[src/design/mcd_ram.sv]
// generic single-write, single-read ram with registered read data
`default_nettype none

module mcd_ram #(
    parameter int  WIDTH = 8,
    parameter int  DEPTH = 256,
    localparam int AW    = (DEPTH > 1) ? $clog2(DEPTH) : 1
) (
    input  wire logic             i_clk,
    input  wire logic             i_we,
    input  wire logic [AW-1:0]    i_waddr,
    input  wire logic [WIDTH-1:0] i_wdata,
    input  wire logic [AW-1:0]    i_raddr,
    output logic      [WIDTH-1:0] o_rdata
);

    logic [WIDTH-1:0] r_mem [DEPTH];
    logic [WIDTH-1:0] r_rdata;

    always_ff @(posedge i_clk) begin
        if (i_we) begin
            r_mem[i_waddr] <= i_wdata;
        end
        r_rdata <= r_mem[i_raddr];
    end

    assign o_rdata = r_rdata;

endmodule

`default_nettype wire

[config.mk]
export PLATFORM = sky130hd
export DESIGN_NAME = mcd_ram
export DESIGN_NICKNAME = d
export VERILOG_FILES = /design/src/design/mcd_ram.sv
export SDC_FILE = /design/constraint.sdc
export NUM_CORES = 2
export LEC_CHECK = 0
export BUFFER_PORTS_ARGS = -buffer_cell sky130_fd_sc_hd__buf_2
export CAP_MARGIN = 20
export CORE_MARGIN = 2
export CORE_UTILIZATION = 55
export CTS_CLUSTER_SIZE = 28
export DETAILED_ROUTE_END_ITERATION = 7
export GPL_TIMING_DRIVEN = 0
export PLACE_DENSITY = 0.71
export SLEW_MARGIN = 0
export SYNTH_ARGS = -nofsm -noshare
export SYNTH_HDL_FRONTEND = slang
export SYNTH_SLANG_ARGS = --single-unit
[constraint.sdc]
create_clock -name i_clk -period 3.2 [get_ports i_clk]
set_input_delay 0.64 -clock i_clk [delete_from_list [all_inputs] [get_ports i_clk]]
set_output_delay 0.64 -clock i_clk [all_outputs]
set_load 0.01 [all_outputs]
==> reports/results.txt <==
Ys async rst share: 0
Final Max Tran Viols: 0
Via Count: 42400
Die height: 384 µm
Cell area after layout: 0.0898 mm²
Cell area power density: 621 mW/mm²
CP Launch Type: primary input
Synth area leaders: edfxtp_1 (77%), mux4_2 (13%), mux2i_1 (1.7%), nor2_1 (1.3%), a22oi_1 (1.3%)
Die Footprint: 0.148 mm²
Row cnt: 139
Final wirelength: 234000 µm
Worst setup margin: -0.385 ns
VDD IR max: 0.558 mV
Synth warn: 0
Clk sink count: 2056
First-pass GRT wire length: 321000 µm
Clk slew on worst S/H paths: 0.06 ns
Kind of critical path: primary input to register
CP endpoint: r_mem[36][5]
R2R Path End: o_rdata[3]
Die width: 384 µm
Worst relative slew slack: 0.0989
Failing checks: design-rule violations, negative setup slack
Commonest cells in the netlist: edfxtp_1 (2048), mux4_2 (454), nor2_1 (282)
Status: finished, violations left
Top cell type's share of synthesized area: 0.773
Setup slack, reg-to-reg: 0.44 ns
Nets: 4030
Core Area: 0.144 mm²
Vias in the first global route: 41300
HP Class: primary input to register
Cell area after synthesis: 0.0796 mm²
Leakage: 27.7 nW
Synth Flop Type: edfxtp_1
Worst EP required: 3.64 ns
Peak Freq: 0.279 GHz
Vias per inst: 6.98
CP Data Arrival Time: 4.02 ns
Root buf cell: clkbuf_16
Starting DRC count in detailed routing: 8037
Pre-CTS WS: -1.83 ns
Initial antenna violation count: 10
Routed Antenna Nets: 0
Tmin final: 3.59 ns
Drt pass-1 iters: 8
Max Cap Viol: 0
Num CTS Buffers: 198
R2r worst-path depth: 6
Wirelength per Cell: 38.5 µm
Setup TNS: -68.43 ns
Final Cycle Share: 1.12
Dpl hpwl: 156000 µm
Largest net degree at the start of global routing: 170
Post-synthesis average cell area: 21.3 µm²
CTS tree: built
Worst Tran Pin Value: 1.35 ns
Initial core utilization: 0.554
Syn Inst Count: 3733
GP Congestion: 1.04
Syn Nets: 3759
Total power: 0.0558 W
CP max FO: 10
Worst skew pair latency: 0.84 ns
Yosys reg bits: 2056
Area Overhead vs Synth: 12.8%
Share of cells above drive strength 1: 0.266
Reg2reg start: r_mem[208][3]
# DRC: 9
Post-synthesis cell type count: 55
Skew final: 0.0357 ns
Total congestion overflow: 0
Setup violators final: 686
Area post-placement: 0.0829 mm²
Buffers on Ports: 26
Count leader, synth: edfxtp_1
Register area share after synthesis: 0.775
RSZ-0062 raised after global routing: yes
GRT Resource Usage Total: 0.320
Ports: 34
Cell taking the most area after synthesis: edfxtp_1
H-Tree Depth: 4
Crit path from: i_waddr[2]
CP Capture Type: register
Final Hold Fails: 0
Post-synth EDFFs: 2048
CTS Buffer Depth: 3
## logic make-up (layout without fill, tap and decap cells)
kind of cell / Yosys count / count (layout) / share of synthesized area
flip-flops: 2056 / 2056 / 0.775
multiplexers: 591 / 591 / 0.146
AND/OR/NAND/NOR: 466 / 466 / 0.0263
AO/OA/AOI/OAI: 385 / 385 / 0.0342
buffers and inverters: 235 / 669 / 0.0183
other: 0 / 5 / 0
## report_power, final
part	switching (W)	internal (W)	total [W]
clock network	0.0101	0.0127	0.0228
registers	0.0000196	0.0297	0.0297
logic	0.00227	0.00102	0.00329
total	0.0124	0.0434	0.0558
## placed cells by master (no fill, tap or decap), types with 34 or more instances in the layout
| master | n |
|---|---|
| a21oi_1 | 88 |
| a22oi_1 | 132 |
| buf_2 | 57 |
| buf_4 | 42 |
| buf_8 | 36 |
| clkbuf_1 | 111 |
| clkbuf_16 | 198 |
| clkbuf_2 | 41 |
| clkinv_1 | 54 |
| edfxtp_1 | 2048 |
| mux2i_1 | 134 |
| mux4_2 | 454 |
| nand3_1 | 34 |
| nor2_1 | 171 |
| nor2_2 | 109 |
| o221ai_1 | 46 |
## area by class of cell
type                       instances  area [µm²]
sequential                      2056       61700
fill                            9706       53900
multi-input combinational       1442       17000
clock buffer                     246        5130
tap                             1903        2380
buffer                           230        1540
clock inverter                   117        1090
timing repair buffer              74         936
antenna                            5        12.5
inverter                           2        7.51
## worst max-delay path: stages
cell and delay [ns]:
clkbuf_1 0.57, nor2b_1 0.24, clkbuf_1 0.53, nand3_1 0.47, clkbuf_2 0.64, nor2_1 0.90
## stage by stage
stage,std cells,util,hold slack (ns)
after detailed placement,5706,0.577,1.03
after floorplan,3733,-,0.739
after CTS,6070,0.623,0.182
after global placement,5662,0.571,1.04
final,6075,0.625,0.200
after global routing,6071,0.625,0.194
## per-layer routing
layer / GRT usage / routed length [µm]
met1: 0.437 / 81500
met2: 0.462 / 104000
met5: 0 / 34
met4: 0.171 / 14600
met3: 0.103 / 34100
## flip-flops by register name, indices dropped and copies added, names as in the netlist
name,cells
r_mem,2048
o_rdata,8
## worst min path at each step
stage	cells past startpoint	slack, ns	from	endpoint
final	1	0.20	i_wdata[5]	r_mem[228][5]
after global routing	1	0.19	i_wdata[5]	r_mem[230][5]
after CTS	1	0.18	i_wdata[5]	r_mem[230][5]
after detailed placement	1	1.03	o_rdata[0]	o_rdata[0]
after global placement	1	1.04	o_rdata[0]	o_rdata[0]
after floorplan	0	0.74	i_wdata[0]	r_mem[0][0]
## repair_timing
action | CTS | global route
setup buffers | 3 | 0
hold endpoints to repair | 0 | 0
hold buffers | 0 | 0
pin swaps | 1 | 0
endpoints found under the setup margin | 363 | 879
gates resized for setup | 109 | 119
(Power assumes the default switching activity.)
